[config.mk]
export PLATFORM = sky130hd
export DESIGN_NAME = priority_ready_set_scheduler_flat
export DESIGN_NICKNAME = d
export VERILOG_FILES = /design/src/rtl/prss_pkg.sv /design/src/rtl/prss_ifs.sv /design/src/rtl/prss_front.sv /design/src/rtl/prss_back.sv /design/src/rtl/priority_ready_set_scheduler.sv /design/src/flat_wrapper.sv
export SDC_FILE = /design/constraint.sdc
export NUM_CORES = 2
export LEC_CHECK = 0
export BUFFER_PORTS_ARGS = -buffer_cell sky130_fd_sc_hd__buf_2
export CAP_MARGIN = 25
export CORE_ASPECT_RATIO = 1.5
export CORE_MARGIN = 2
export CORE_UTILIZATION = 60
export CTS_CLUSTER_SIZE = 20
export DETAILED_ROUTE_END_ITERATION = 8
export HOLD_SLACK_MARGIN = 0.12
export MAX_ROUTING_LAYER = met4
export PLACE_DENSITY = 0.77
export SETUP_SLACK_MARGIN = 0.5
export SYNTH_ARGS = -nofsm -noshare
export SYNTH_HDL_FRONTEND = slang
export SYNTH_SLANG_ARGS = --single-unit
[constraint.sdc]
create_clock -name clk_i -period 8.63 [get_ports clk_i]
set_clock_uncertainty 0.15 [all_clocks]
set_input_delay 1.726 -clock clk_i [delete_from_list [all_inputs] [get_ports clk_i]]
set_output_delay 1.726 -clock clk_i [all_outputs]
set_load 0.03 [all_outputs]
[src/rtl/prss_pkg.sv]
// ----------------------------------------------------------------------------
// prss_pkg
// Shared constants, codes and types of the priority ready-set scheduler.
// ----------------------------------------------------------------------------
package prss_pkg;

  localparam int NUM_THREADS = 32;
  localparam int TICK_BITS   = 32;
  localparam int PRIO_W      = 6;
  localparam int TICKS_IN_W  = 32;
  localparam int MASK_W      = 32;
  localparam int IDX_W       = (NUM_THREADS > 1) ? $clog2(NUM_THREADS) : 1;
  localparam int PIDX_W      = $clog2(NUM_THREADS + 1);
  localparam int CNT_W       = $clog2(NUM_THREADS + 1);
  localparam int Q_DEPTH     = 2;

  typedef enum logic [1:0] {
    FUNC_START  = 2'd0,
    FUNC_DELAY  = 2'd1,
    FUNC_TICK   = 2'd2,
    FUNC_SWITCH = 2'd3
  } func_e;

  typedef enum logic [1:0] {
    ST_OK         = 2'd0,
    ST_BAD_START  = 2'd1,
    ST_IDLE_DELAY = 2'd2,
    ST_ZERO_DELAY = 2'd3
  } status_e;

  typedef enum logic [1:0] {
    BK_IDLE,
    BK_SWEEP,
    BK_REPORT
  } bk_state_e;

  typedef struct packed {
    func_e                 func;
    logic [PRIO_W-1:0]     prio;
    logic                  prio_bad;
    logic [TICK_BITS-1:0]  ticks;
    logic                  ticks_zero;
  } op_t;

  typedef struct packed {
    logic valid;
    op_t  op;
  } op_req_t;

  typedef struct packed {
    logic busy;
    logic sweeping;
  } bk_stat_t;

endpackage

[src/rtl/prss_ifs.sv]
// ----------------------------------------------------------------------------
// prss channel interfaces
// Event and result channels with valid/ready handshake.
// ----------------------------------------------------------------------------
interface prss_in_if;
  logic                                valid;
  logic                                ready;
  logic [1:0]                          func;
  logic [prss_pkg::PRIO_W-1:0]         priority_req;
  logic [prss_pkg::TICKS_IN_W-1:0]     delay_ticks;

  modport source (output valid, func, priority_req, delay_ticks, input ready);
  modport sink   (input valid, func, priority_req, delay_ticks, output ready);
endinterface

interface prss_out_if;
  logic                            valid;
  logic                            ready;
  logic [prss_pkg::PRIO_W-1:0]     next_thread;
  logic                            switch_pending;
  logic [prss_pkg::MASK_W-1:0]     ready_mask;
  logic [prss_pkg::MASK_W-1:0]     delayed_mask;
  logic [1:0]                      status;

  modport source (output valid, next_thread, switch_pending, ready_mask, delayed_mask,
                  status, input ready);
  modport sink   (input valid, next_thread, switch_pending, ready_mask, delayed_mask,
                  status, output ready);
endinterface

[src/rtl/prss_front.sv]
// ----------------------------------------------------------------------------
// prss_front
// Accepts event beats, decodes the stateless checks and queues them.
// ----------------------------------------------------------------------------
module prss_front (
  input  logic              clk_i,
  input  logic              rst_ni,
  prss_in_if.sink           in_i,
  output prss_pkg::op_req_t req_o,
  input  logic              pop_i
);

  localparam int QP_W = (prss_pkg::Q_DEPTH > 1) ? $clog2(prss_pkg::Q_DEPTH) : 1;
  localparam int QC_W = $clog2(prss_pkg::Q_DEPTH + 1);

  prss_pkg::op_t   q_mem [prss_pkg::Q_DEPTH];
  logic [QP_W-1:0] wr_ptr_q, rd_ptr_q;
  logic [QC_W-1:0] count_q;
  prss_pkg::op_t   op_in;
  logic            push, pop;

  always_comb begin
    op_in.func       = prss_pkg::func_e'(in_i.func);
    op_in.prio       = in_i.priority_req;
    op_in.prio_bad   = (in_i.priority_req > prss_pkg::PRIO_W'(prss_pkg::NUM_THREADS));
    op_in.ticks      = in_i.delay_ticks[prss_pkg::TICK_BITS-1:0];
    op_in.ticks_zero = (in_i.delay_ticks[prss_pkg::TICK_BITS-1:0] == '0);
  end

  assign in_i.ready = (count_q != QC_W'(prss_pkg::Q_DEPTH));
  assign push       = in_i.valid && in_i.ready;
  assign pop        = pop_i && (count_q != '0);
  assign req_o.valid = (count_q != '0);
  assign req_o.op    = q_mem[rd_ptr_q];

  always_ff @(posedge clk_i) begin
    if (push) begin
      q_mem[wr_ptr_q] <= op_in;
    end
  end

  always_ff @(posedge clk_i or negedge rst_ni) begin
    if (!rst_ni) begin
      wr_ptr_q <= '0;
      rd_ptr_q <= '0;
      count_q  <= '0;
    end else begin
      if (push) begin
        wr_ptr_q <= (wr_ptr_q == QP_W'(prss_pkg::Q_DEPTH - 1)) ? '0 : wr_ptr_q + 1'b1;
      end
      if (pop) begin
        rd_ptr_q <= (rd_ptr_q == QP_W'(prss_pkg::Q_DEPTH - 1)) ? '0 : rd_ptr_q + 1'b1;
      end
      case ({push, pop})
        2'b10:   count_q <= count_q + 1'b1;
        2'b01:   count_q <= count_q - 1'b1;
        default: count_q <= count_q;
      endcase
    end
  end

endmodule

[src/rtl/prss_back.sv]
// ----------------------------------------------------------------------------
// prss_back
// Executes queued events on the scheduler state and registers the result.
// ----------------------------------------------------------------------------
module prss_back (
  input  logic              clk_i,
  input  logic              rst_ni,
  input  prss_pkg::op_req_t req_i,
  output logic              pop_o,
  output prss_pkg::bk_stat_t stat_o,
  prss_out_if.source        out_o
);

  localparam int N = prss_pkg::NUM_THREADS;

  prss_pkg::bk_state_e state_q, state_d;

  logic [N-1:0]                   ready_q, delayed_q;
  logic [N:0]                     started_q;
  logic [prss_pkg::PRIO_W-1:0]    cur_q, chosen_q;
  logic                           cur_valid_q;
  prss_pkg::status_e              status_q;

  logic [prss_pkg::CNT_W-1:0]     cnt_q;
  logic                           proc_v_q;
  logic [prss_pkg::IDX_W-1:0]     proc_idx_q;

  logic [prss_pkg::TICK_BITS-1:0] tmo_mem [N];
  logic [prss_pkg::TICK_BITS-1:0] rd_q;

  logic                           out_valid_q;
  logic [prss_pkg::PRIO_W-1:0]    out_next_q;
  logic                           out_pend_q;
  logic [N-1:0]                   out_ready_q, out_delayed_q;
  prss_pkg::status_e              out_status_q;

  logic                           out_free, load;
  logic                           sweep_hit, delay_ok;
  logic [prss_pkg::TICK_BITS-1:0] dec;
  logic                           mem_we;
  logic [prss_pkg::IDX_W-1:0]     mem_wa, cur_idx, prio_idx;
  logic [prss_pkg::TICK_BITS-1:0] mem_wd;
  logic [prss_pkg::PIDX_W-1:0]    started_idx;
  logic [prss_pkg::PRIO_W-1:0]    prio_m1, cur_m1, next;
  prss_pkg::op_t                  op;

  assign op          = req_i.op;
  assign out_free    = !out_valid_q || out_o.ready;
  assign dec         = rd_q - 1'b1;
  assign sweep_hit   = proc_v_q && delayed_q[proc_idx_q];
  assign delay_ok    = cur_valid_q && (cur_q != '0) && !op.ticks_zero;
  assign prio_m1     = op.prio - 1'b1;
  assign cur_m1      = cur_q - 1'b1;
  assign prio_idx    = prio_m1[prss_pkg::IDX_W-1:0];
  assign cur_idx     = cur_m1[prss_pkg::IDX_W-1:0];
  assign started_idx = op.prio[prss_pkg::PIDX_W-1:0];

  always_comb begin
    next = '0;
    for (int i = 0; i < N; i++) begin
      if (ready_q[i]) begin
        next = prss_pkg::PRIO_W'(i + 1);
      end
    end
  end

  always_comb begin
    state_d = state_q;
    pop_o   = 1'b0;
    load    = 1'b0;
    unique case (state_q)
      prss_pkg::BK_IDLE: begin
        if (req_i.valid) begin
          pop_o   = 1'b1;
          state_d = (op.func == prss_pkg::FUNC_TICK) ? prss_pkg::BK_SWEEP
                                                     : prss_pkg::BK_REPORT;
        end
      end
      prss_pkg::BK_SWEEP: begin
        if (cnt_q == prss_pkg::CNT_W'(N)) begin
          state_d = prss_pkg::BK_REPORT;
        end
      end
      prss_pkg::BK_REPORT: begin
        if (out_free) begin
          load    = 1'b1;
          state_d = prss_pkg::BK_IDLE;
        end
      end
      default: state_d = prss_pkg::BK_IDLE;
    endcase
  end

  always_comb begin
    if (state_q == prss_pkg::BK_SWEEP) begin
      mem_we = sweep_hit;
      mem_wa = proc_idx_q;
      mem_wd = dec;
    end else begin
      mem_we = pop_o && (op.func == prss_pkg::FUNC_DELAY) && delay_ok;
      mem_wa = cur_idx;
      mem_wd = op.ticks;
    end
  end

  // timeout store
  always_ff @(posedge clk_i) begin
    if (mem_we) begin
      tmo_mem[mem_wa] <= mem_wd;
    end
    rd_q <= tmo_mem[cnt_q[prss_pkg::IDX_W-1:0]];
  end

  always_ff @(posedge clk_i or negedge rst_ni) begin
    if (!rst_ni) begin
      state_q <= prss_pkg::BK_IDLE;
    end else begin
      state_q <= state_d;
    end
  end

  always_ff @(posedge clk_i or negedge rst_ni) begin
    if (!rst_ni) begin
      ready_q     <= '0;
      delayed_q   <= '0;
      started_q   <= '0;
      cur_q       <= '0;
      cur_valid_q <= 1'b0;
      chosen_q    <= '0;
      status_q    <= prss_pkg::ST_OK;
      cnt_q       <= '0;
      proc_v_q    <= 1'b0;
      proc_idx_q  <= '0;
    end else begin
      if (pop_o) begin
        case (op.func)
          prss_pkg::FUNC_START: begin
            if (op.prio_bad || started_q[started_idx]) begin
              status_q <= prss_pkg::ST_BAD_START;
            end else begin
              status_q <= prss_pkg::ST_OK;
              started_q[started_idx] <= 1'b1;
              if (op.prio != '0) begin
                ready_q[prio_idx] <= 1'b1;
              end
            end
          end
          prss_pkg::FUNC_DELAY: begin
            if (!cur_valid_q || (cur_q == '0)) begin
              status_q <= prss_pkg::ST_IDLE_DELAY;
            end else if (op.ticks_zero) begin
              status_q <= prss_pkg::ST_ZERO_DELAY;
            end else begin
              status_q           <= prss_pkg::ST_OK;
              ready_q[cur_idx]   <= 1'b0;
              delayed_q[cur_idx] <= 1'b1;
            end
          end
          prss_pkg::FUNC_TICK: begin
            status_q <= prss_pkg::ST_OK;
            cnt_q    <= '0;
            proc_v_q <= 1'b0;
          end
          default: begin
            status_q    <= prss_pkg::ST_OK;
            cur_q       <= chosen_q;
            cur_valid_q <= 1'b1;
          end
        endcase
      end
      if (state_q == prss_pkg::BK_SWEEP) begin
        if (sweep_hit && (dec == '0)) begin
          ready_q[proc_idx_q]   <= 1'b1;
          delayed_q[proc_idx_q] <= 1'b0;
        end
        if (cnt_q != prss_pkg::CNT_W'(N)) begin
          proc_v_q   <= 1'b1;
          proc_idx_q <= cnt_q[prss_pkg::IDX_W-1:0];
          cnt_q      <= cnt_q + 1'b1;
        end else begin
          proc_v_q <= 1'b0;
        end
      end
      if (load) begin
        chosen_q <= next;
      end
    end
  end

  // result register
  always_ff @(posedge clk_i or negedge rst_ni) begin
    if (!rst_ni) begin
      out_valid_q <= 1'b0;
    end else if (load) begin
      out_valid_q <= 1'b1;
    end else if (out_o.ready) begin
      out_valid_q <= 1'b0;
    end
  end

  always_ff @(posedge clk_i) begin
    if (load) begin
      out_next_q    <= next;
      out_pend_q    <= !cur_valid_q || (next != cur_q);
      out_ready_q   <= ready_q;
      out_delayed_q <= delayed_q;
      out_status_q  <= status_q;
    end
  end

  assign out_o.valid          = out_valid_q;
  assign out_o.next_thread    = out_next_q;
  assign out_o.switch_pending = out_pend_q;
  assign out_o.ready_mask     = prss_pkg::MASK_W'(out_ready_q);
  assign out_o.delayed_mask   = prss_pkg::MASK_W'(out_delayed_q);
  assign out_o.status         = out_status_q;

  assign stat_o.busy     = (state_q != prss_pkg::BK_IDLE);
  assign stat_o.sweeping = (state_q == prss_pkg::BK_SWEEP);

endmodule

[src/rtl/priority_ready_set_scheduler.sv]
// ----------------------------------------------------------------------------
// priority_ready_set_scheduler
// Bitmap priority scheduler for up to 32 threads plus idle, with delay
// timeouts counted down by tick events.
// ----------------------------------------------------------------------------
// in_i carries one event per beat (start, delay, tick, switch done); out_o
// returns one result beat per event, in order: highest ready priority,
// switch pending flag, ready and delayed masks and a status code.
// Events enter a two-deep queue, so the input keeps accepting while the
// executing side works or a result waits to be taken.
// Start, delay and switch done pass from the idle state to the report state
// of the executing side, which takes no new event until it is back in idle.
// A tick walks the timeout memory one entry per cycle through its single
// read port.
// Reset clears all masks, the started set and the running thread; the
// timeout memory needs no clearing as only delayed entries are used.
// A stalled receiver holds the result register; the next event is still
// executed and waits for the result register before reporting, and the
// queue fills, then drops in_i.ready.
// ----------------------------------------------------------------------------
module priority_ready_set_scheduler (
  input  logic       clk_i,
  input  logic       rst_ni,
  prss_in_if.sink    in_i,
  prss_out_if.source out_o
);

  prss_pkg::op_req_t  req;
  logic               pop;
  prss_pkg::bk_stat_t bk_stat;

  prss_front u_front (
    .clk_i  (clk_i),
    .rst_ni (rst_ni),
    .in_i   (in_i),
    .req_o  (req),
    .pop_i  (pop)
  );

  prss_back u_back (
    .clk_i  (clk_i),
    .rst_ni (rst_ni),
    .req_i  (req),
    .pop_o  (pop),
    .stat_o (bk_stat),
    .out_o  (out_o)
  );

`ifndef ASSERT_OFF
  a_pop_needs_item: assert property (@(posedge clk_i) disable iff (!rst_ni)
    pop |-> req.valid)
    else $error("pop from empty queue");

  a_pop_makes_busy: assert property (@(posedge clk_i) disable iff (!rst_ni)
    pop |=> bk_stat.busy)
    else $error("back side not busy after taking an event");

  a_accept_queued: assert property (@(posedge clk_i) disable iff (!rst_ni)
    (in_i.valid && in_i.ready) |=> req.valid)
    else $error("accepted beat missing from queue");

  a_no_result_in_sweep: assert property (@(posedge clk_i) disable iff (!rst_ni)
    (bk_stat.sweeping && !out_o.valid) |=> !out_o.valid)
    else $error("result produced during timeout sweep");
`endif

endmodule
[src/flat_wrapper.sv]
// flat-port wrapper written by rule: the top's interface ports become plain ports
module priority_ready_set_scheduler_flat 
  (clk_i, rst_ni, in_i_valid, in_i_func, in_i_priority_req, in_i_delay_ticks, in_i_ready, out_o_valid, out_o_next_thread, out_o_switch_pending, out_o_ready_mask, out_o_delayed_mask, out_o_status, out_o_ready);
  prss_in_if in_i_i ();
  prss_out_if out_o_i ();
  input  logic clk_i;
  input  logic rst_ni;
  input wire logic [$bits(in_i_i.valid)-1:0] in_i_valid;
  input wire logic [$bits(in_i_i.func)-1:0] in_i_func;
  input wire logic [$bits(in_i_i.priority_req)-1:0] in_i_priority_req;
  input wire logic [$bits(in_i_i.delay_ticks)-1:0] in_i_delay_ticks;
  output wire logic [$bits(in_i_i.ready)-1:0] in_i_ready;
  output wire logic [$bits(out_o_i.valid)-1:0] out_o_valid;
  output wire logic [$bits(out_o_i.next_thread)-1:0] out_o_next_thread;
  output wire logic [$bits(out_o_i.switch_pending)-1:0] out_o_switch_pending;
  output wire logic [$bits(out_o_i.ready_mask)-1:0] out_o_ready_mask;
  output wire logic [$bits(out_o_i.delayed_mask)-1:0] out_o_delayed_mask;
  output wire logic [$bits(out_o_i.status)-1:0] out_o_status;
  input wire logic [$bits(out_o_i.ready)-1:0] out_o_ready;
  assign in_i_i.valid = in_i_valid;
  assign in_i_i.func = in_i_func;
  assign in_i_i.priority_req = in_i_priority_req;
  assign in_i_i.delay_ticks = in_i_delay_ticks;
  assign in_i_ready = in_i_i.ready;
  assign out_o_valid = out_o_i.valid;
  assign out_o_next_thread = out_o_i.next_thread;
  assign out_o_switch_pending = out_o_i.switch_pending;
  assign out_o_ready_mask = out_o_i.ready_mask;
  assign out_o_delayed_mask = out_o_i.delayed_mask;
  assign out_o_status = out_o_i.status;
  assign out_o_i.ready = out_o_ready;
  priority_ready_set_scheduler u_core (.clk_i(clk_i), .rst_ni(rst_ni), .in_i(in_i_i), .out_o(out_o_i));
endmodule
=== Word-level counts from Yosys, hierarchy flattened ===
Memory sizes are Yosys's and may differ from the RTL's. A register that Yosys moved wholly into a read port is not among the register bits.
Cells that the tools add are included.

* ROM bits: 0
* Memories kept: 2
* Bits in registers: 204
* Bits in writable memories: 1108
* Word-level logic and storage cells: 190
* Latch bits: 0

* Multipliers: 0
* Multiplexer cells: 91
* Equal/unequal tests: 13
* Shift-type cells: 0
* Bitwise operators: 10
* Reductions and logical operators: 37
* $lt $le $gt $ge: 9
* $add $sub $neg: 8
* Div/mod/pow operators: 0

{| class="wikitable"
|+ Memories
! name !! depth !! bits a word !! read ports !! clocked after memory_dff !! wr ports !! RTL line !! RTL
|-
| u_core.u_back.tmo_mem || 32 || 32 || 1 || 1 || 1 || prss_back.sv:28 || <nowiki>logic [prss_pkg::TICK_BITS-1:0] tmo_mem [N];</nowiki>
|-
| u_core.u_front.q_mem || 2 || 42 || 1 || 0 || 1 || prss_front.sv:16 || <nowiki>prss_pkg::op_t q_mem [prss_pkg::Q_DEPTH];</nowiki>
|}

{| class="wikitable"
|+ Operators by type and width
! kind !! number
|-
| $mux W32 || 14
|-
| $mux W6 || 33
|-
| $or A32 B32 Y32 || 3
|-
| $and A32 B32 Y32 || 2
|-
| $logic_not A32 Y1 || 2
|-
| $not A32 Y32 || 2
|-
| $pmux W32 S2 || 1
|-
| $or A33 B33 Y33 || 1
|-
| $sub A32 B1 Y32 const B || 1
|-
| $mux W1 || 25
|-
| $lt A5 B6 Y1 const B || 3
|-
| $mux W2 || 8
|-
| $demux W1 S5 || 3
|-
| $ge A5 B1 Y1 const B || 3
|-
| $logic_and A1 B1 Y1 || 12
|-
| $reduce_bool A6 Y1 || 2
|-
| $reduce_bool A2 Y1 || 5
|-
| $sub A5 B1 Y5 const B || 2
|-
| $pmux W2 S2 || 2
|-
| $lt A6 B7 Y1 const B || 1
|-
| $add A6 B1 Y6 const B || 1
|-
| $bmux W1 S6 || 1
|-
| $demux W1 S6 || 1
|-
| $eq A2 B1 Y1 const B || 3
|-
| 22 further kinds || 37
|}

=== Logic depth before layout (Yosys ltp) ===
* Depth after elaboration: 34
* Mapped depth: 12
* Depth with buffers taken out: 9

=== Modules after synthesis ===
A second synthesis with hierarchy kept.

* Cell total of the unflattened synthesis: 2686
* Area, all modules: 52914.5 sq um

{| class="wikitable"
|+ Modules (own cells, without submodules)
! module !! times used !! cells each !! area each (sq um)
|-
| prss_back || 1 || 2525 || 49592.6
|-
| prss_front || 1 || 161 || 3321.9
|}

=== Worst setup path before layout ===
Ideal clock, no wire load.

* Path kind: input to register
* Start: in out_o_ready
* End: reg u_core.u_back.chosen_q[0] in the netlist's numbering
* Cell stages on the path: 3
* Setup slack: 48 ps
* Arrival: 8338 ps
* Data required time: 8387 ps
* Setup time: 93 ps
* Buffers on the path: 0
* Cell sequence: nand2b_1 nor3b_1 mux2_2

* Longest elaborated chain between the ends: 3

{| class="wikitable"
|+ Ends and longest elaborated chain
! element !! RTL line !! RTL
|-
| start: declaration || flat_wrapper.sv:19 || <nowiki>input wire logic [$bits(out_o_i.ready)-1:0] out_o_ready;</nowiki>
|-
| $logic_or A1 B1 Y1 || prss_back.sv:48 || <nowiki>assign out_free = !out_valid_q || out_o.ready;</nowiki>
|-
| $mux W1 || prss_back.sv:85 || <nowiki>if (out_free) begin</nowiki>
|-
| $mux W1 || prss_back.sv:71 || <nowiki>unique case (state_q)</nowiki>
|-
| net u_core.u_back.load || prss_back.sv:37 || <nowiki>logic out_free, load;</nowiki>
|-
| end signal: assignment || prss_back.sv:185 || <nowiki>chosen_q <= next;</nowiki>
|-
| end: declaration || prss_back.sv:20 || <nowiki>logic [prss_pkg::PRIO_W-1:0] cur_q, chosen_q;</nowiki>
|}

The timed path passes the listed nets, and every way through them passes these cells.
A chain may end at the register's enable or synchronous reset.

=== Worst setup path in the final report ===
* Start: reg u_core.u_front.rd_ptr_q
* End: mem u_core.u_back.tmo_mem[18][14] in the netlist's numbering (enable)

* Longest elaborated chain between the ends: 7

{| class="wikitable"
|+ Ends and longest elaborated chain
! element !! RTL line !! RTL
|-
| start: declaration || prss_front.sv:17 || <nowiki>logic [QP_W-1:0] wr_ptr_q, rd_ptr_q;</nowiki>
|-
| start signal: assignment || prss_front.sv:52 || <nowiki>rd_ptr_q <= (rd_ptr_q == QP_W'(prss_pkg::Q_DEPTH - 1)) ? '0 : rd_ptr_q + 1'b1;</nowiki>
|-
| $mem_v2 Z2 W42 * || - ||
|-
| $eq A2 B1 Y1 / $logic_not A1 Y1 (equally long branches) || prss_back.sv:100, prss_back.sv:51 ||
|-
| $logic_and A1 B1 Y1 (on tied branches) || prss_back.sv:100, prss_back.sv:51 ||
|-
| $logic_and A1 B1 Y1 * || prss_back.sv:100 || <nowiki>mem_we = pop_o && (op.func == prss_pkg::FUNC_DELAY) && delay_ok;</nowiki>
|-
| $mux W1 * || prss_back.sv:95 || <nowiki>if (state_q == prss_pkg::BK_SWEEP) begin</nowiki>
|-
| $mux W1 * || prss_back.sv:108 || <nowiki>if (mem_we) begin</nowiki>
|-
| $mux W1 (implied by the code) * || prss_back.sv:109 || <nowiki>tmo_mem[mem_wa] <= mem_wd;</nowiki>
|-
| end: declaration || prss_back.sv:28 ||
|}

Every way passes the cells marked *; elsewhere a longest branch is shown, timed or not.

==> results.md <==
- Critical Path End Type: flop
- Tmin final: 5.150 ns
- Mapped Nets: 2,759
- GRT Total Usage: 32.20%
- Post-Layout Inst Area: 0.05940 mm2
- Avg WL per Cell: 33.36 um
- Dpl cell area: 0.05566 mm2
- Synthesized area: 0.05317 mm2
- Comb pwr share: 30.2%
- Max Cap Violations: 0
- DRT iter0 DRCs: 3,517
- CP Class: flop to flop
- Most common cell after layout, fill and taps aside: edfxtp_1
- Largest net degree at the start of global routing: 154
- YS warnings: 0
- Async set-or-reset flop fraction in the synthesized netlist: 9.754%
- Drt pass-1 iters: 6
- FF/Latch Area: 0.03937 mm2
- Die width: 247.1 um
- EDFF count, synth: 1,180
- Worst relative slew slack: 23.65%
- Switch share: 33.50%
- Htree depth: 3
- CTS tree: done
- Fraction of layout cells with a size suffix above 1: 28.62%
- IO Pins: 119
- Clk sink count: 1,343
- Power Dens Cells: 349.2 mW/mm2
- Clock buffer count from CTS: 115
- Port Buf Inserts: 118
- Clock edge transition at the registers on the reported setup and hold paths: 0.06 ns
- Fmax: 194.2 MHz
- Final ANT Viol Nets: 0
- Primary FF master, synth: edfxtp_1
- Post-CTS setup buffer count: 0
- #FFs+latches synth: 1,343
- Resized Gates After CTS: 0
- Slew Limit Fails: 0
- Psw: 6.949 mW
- CP Launch Type: flop
- Worst skew pair latency: 0.75 ns
- Overall power: 20.74 mW
- Worst Path Arrival: 5.38 ns
- Area of the multi-input gates: 0.01337 mm2
- Tightest Hold Check Type: flop to flop
- Leak: 19.27 nW
- Place WS: 3.589 ns
- Fill cells: 5,344
- Avg Cell Area, Syn: 19.66 um2
- Total grt overflow: 0
- Max FO, Critical Path: 59
- Area Growth Syn to Fin: 11.72%
- Final WL: 138,400 um
- Via density: 6.847
- Clk buf depth: 3
- Final Hold Fails: 0
- Setup TNS: 0 ns
- Synth unique cells: 77
- Starting Density: 60.63%
- Initial antenna violation count: 2
- Routability cong.: 1.030
- Clock root cell: clkbuf_16
- Min setup slack post-route: 3.480 ns
- Hpwl dp: 81,900 um
- Die area: 0.09107 mm2
- DR vias: 28,420
- Hold Buf Count CTS: 0
- Register area share after synthesis: 74.01%
- Int Power: 13.80 mW
- DRC Markers: 0
- Clock power share: 24.8%
- Commonest non-fill, non-tap cells in the layout: 1,180 x edfxtp_1, 336 x mux4_2, 125 x dfrtp_1, 118 x buf_2, 115 x clkbuf_16
- Util after Layout: 67.74%
- Vias in the first global route: 29,150
- Worst path required time: 8.86 ns
- Outcome: finished, final reports clean
- Cells after Synth: 2,705
- Fin crit share: 59.67%
- Nets: 2,956
- # setup viols final: 0
- Peak supply drop: 305.1 uV
- Sequential power share: 45.0%
- RSZ-0062 raised after global routing: no
- Die Ht: 368.6 um
- Slew of the pin with the lowest slew margin: 1.138 ns
- Global-route wire length before repair: 200,200 um
- CORE AREA: 0.08770 mm2
- Row count: 133
-- cells by family after synthesis --
family | count (synthesis) | synth area share (%)
AOI/OAI and AO/OA | 299 | 3.803
buffers and inverters | 165 | 1.292
DFF | 1343 | 74.01
adders and majority gates | 10 | 0.2353
xor gates and xnor gates | 44 | 0.7247
and+or+nand+nor | 427 | 4.066
muxes | 417 | 15.87
-- per-layer routing --
metal | vias to the layer above | track usage, % | wire (um)
li1 | 11480 | - | -
met2 | 1853 | 53.37 | 71870
met4 | 0 | 19.52 | 9672
met1 | 14610 | 37.31 | 45530
met3 | 475 | 4.646 | 11370
met5 | - | - | 0
-- power by group through the flow --
| stage | combinational, mW | sequential, mW | clock (mW) |
|---|---|---|---|
| after floorplan | 3.84 | 9.52 | 0 |
| after global placement | 5.95 | 9.42 | 0 |
| after detailed placement | 6.17 | 9.45 | 0 |
| after CTS | 6.23 | 9.32 | 5.20 |
| after global routing | 6.63 | 9.39 | 5.41 |
| final | 6.27 | 9.33 | 5.14 |
-- path summary, 6_finish.rpt --
check                                                start                            end  slack (ns)  cells after the start
min in group asynchronous                           rst_ni     u_core.u_back.started_q[9]        0.95                      1
worst min register to register  u_core.u_back.started_q[2]     u_core.u_back.started_q[2]        0.33                      1
worst max register to register     u_core.u_front.rd_ptr_q  u_core.u_back.tmo_mem[18][14]        3.48                      9
worst max-delay path               u_core.u_front.rd_ptr_q  u_core.u_back.tmo_mem[18][14]        3.48                      9
max in group asynchronous                           rst_ni    u_core.u_back.delayed_q[20]        5.90                      2
worst min-delay path            u_core.u_back.started_q[2]     u_core.u_back.started_q[2]        0.33                      1
-- cells in the mapped netlist (all sizes together), types with 4 or more instances --
master | number | share of area [%]
and2 | 7 | 0.082
inv | 28 | 0.20
nand2b | 10 | 0.12
a32oi | 6 | 0.099
nand3b | 7 | 0.099
o21bai | 28 | 0.40
nand3 | 27 | 0.28
o21a | 7 | 0.099
mux4 | 336 | 14
buf | 47 | 0.46
a31oi | 33 | 0.39
mux2i | 32 | 0.60
nor3 | 59 | 0.57
nor3b | 6 | 0.085
a22oi | 11 | 0.16
edfxtp | 1180 | 67
a41oi | 11 | 0.18
nand2 | 101 | 0.71
nor2 | 104 | 0.73
o21ai | 79 | 0.82
dfxtp | 32 | 1.2
a21boi | 4 | 0.056
xnor2 | 22 | 0.36
nor2b | 26 | 0.31
or2 | 10 | 0.12
nand4b | 4 | 0.066
ha | 10 | 0.24
o31ai | 8 | 0.11
mux2 | 49 | 1.0
a211oi | 12 | 0.17
nor4 | 24 | 0.33
or4 | 4 | 0.056
xor2 | 22 | 0.36
dfrtp | 131 | 6.2
and3 | 9 | 0.11
or3 | 9 | 0.11
a21oi | 64 | 0.69
clkbuf | 90 | 0.64
nand4 | 13 | 0.18
o22ai | 4 | 0.047
-- metrics by stage --
stage          instances  hold WS (ns)
6_report            4150        0.3255
5_1_grt             4146        0.3396
4_1_cts             4142        0.3273
3_5_place_dp        3929        0.3100
3_3_place_gp        3923        0.2978
2_1_floorplan       2705        0.2748
-- final cells by class --
class | instances | share of cell area [%]
Clock buffer | 141 | 5.042
Multi-Input combinational cell | 1197 | 22.51
Inverter | 28 | 0.1769
Clock inverter | 72 | 1.196
Antenna cell | 5 | 0.02106
Tap cell | 1147 | 2.416
Timing Repair Buffer | 217 | 2.365
Sequential cell | 1343 | 66.28
-- registers in the layout, indices dropped and copies added (netlist names), 2 cells and up --
signal and count:
u_core.u_back.status_q 2, u_core.u_back.out_o.next_thread 6, u_core.u_front.q_mem 84, u_core.u_front.count_q 2, u_core.u_back.ready_q 32, u_core.u_back.state_q 2, u_core.u_back.delayed_q 32, u_core.u_back.cnt_q 6
u_core.u_back.tmo_mem 1024, u_core.u_back.started_q 33, u_core.u_back.rd_q 32, u_core.u_back.proc_idx_q 5, u_core.u_back.out_o.ready_mask 31, u_core.u_back.chosen_q 6, u_core.u_back.cur_q 6, u_core.u_back.out_o.status 2
u_core.u_back.out_o.delayed_mask 32
-- critical path: stages, from the launching register on --
cell	delay [ns]
dfrtp_2	0.38
buf_4	0.69
mux2_2	0.38
o2111a_1	0.53
and2_1	0.25
nand2_1	0.08
o21ai_0	0.13
nand2_1	0.56
nor3_2	1.04
buf_4	0.56
Power figures use the tool's default switching activity.
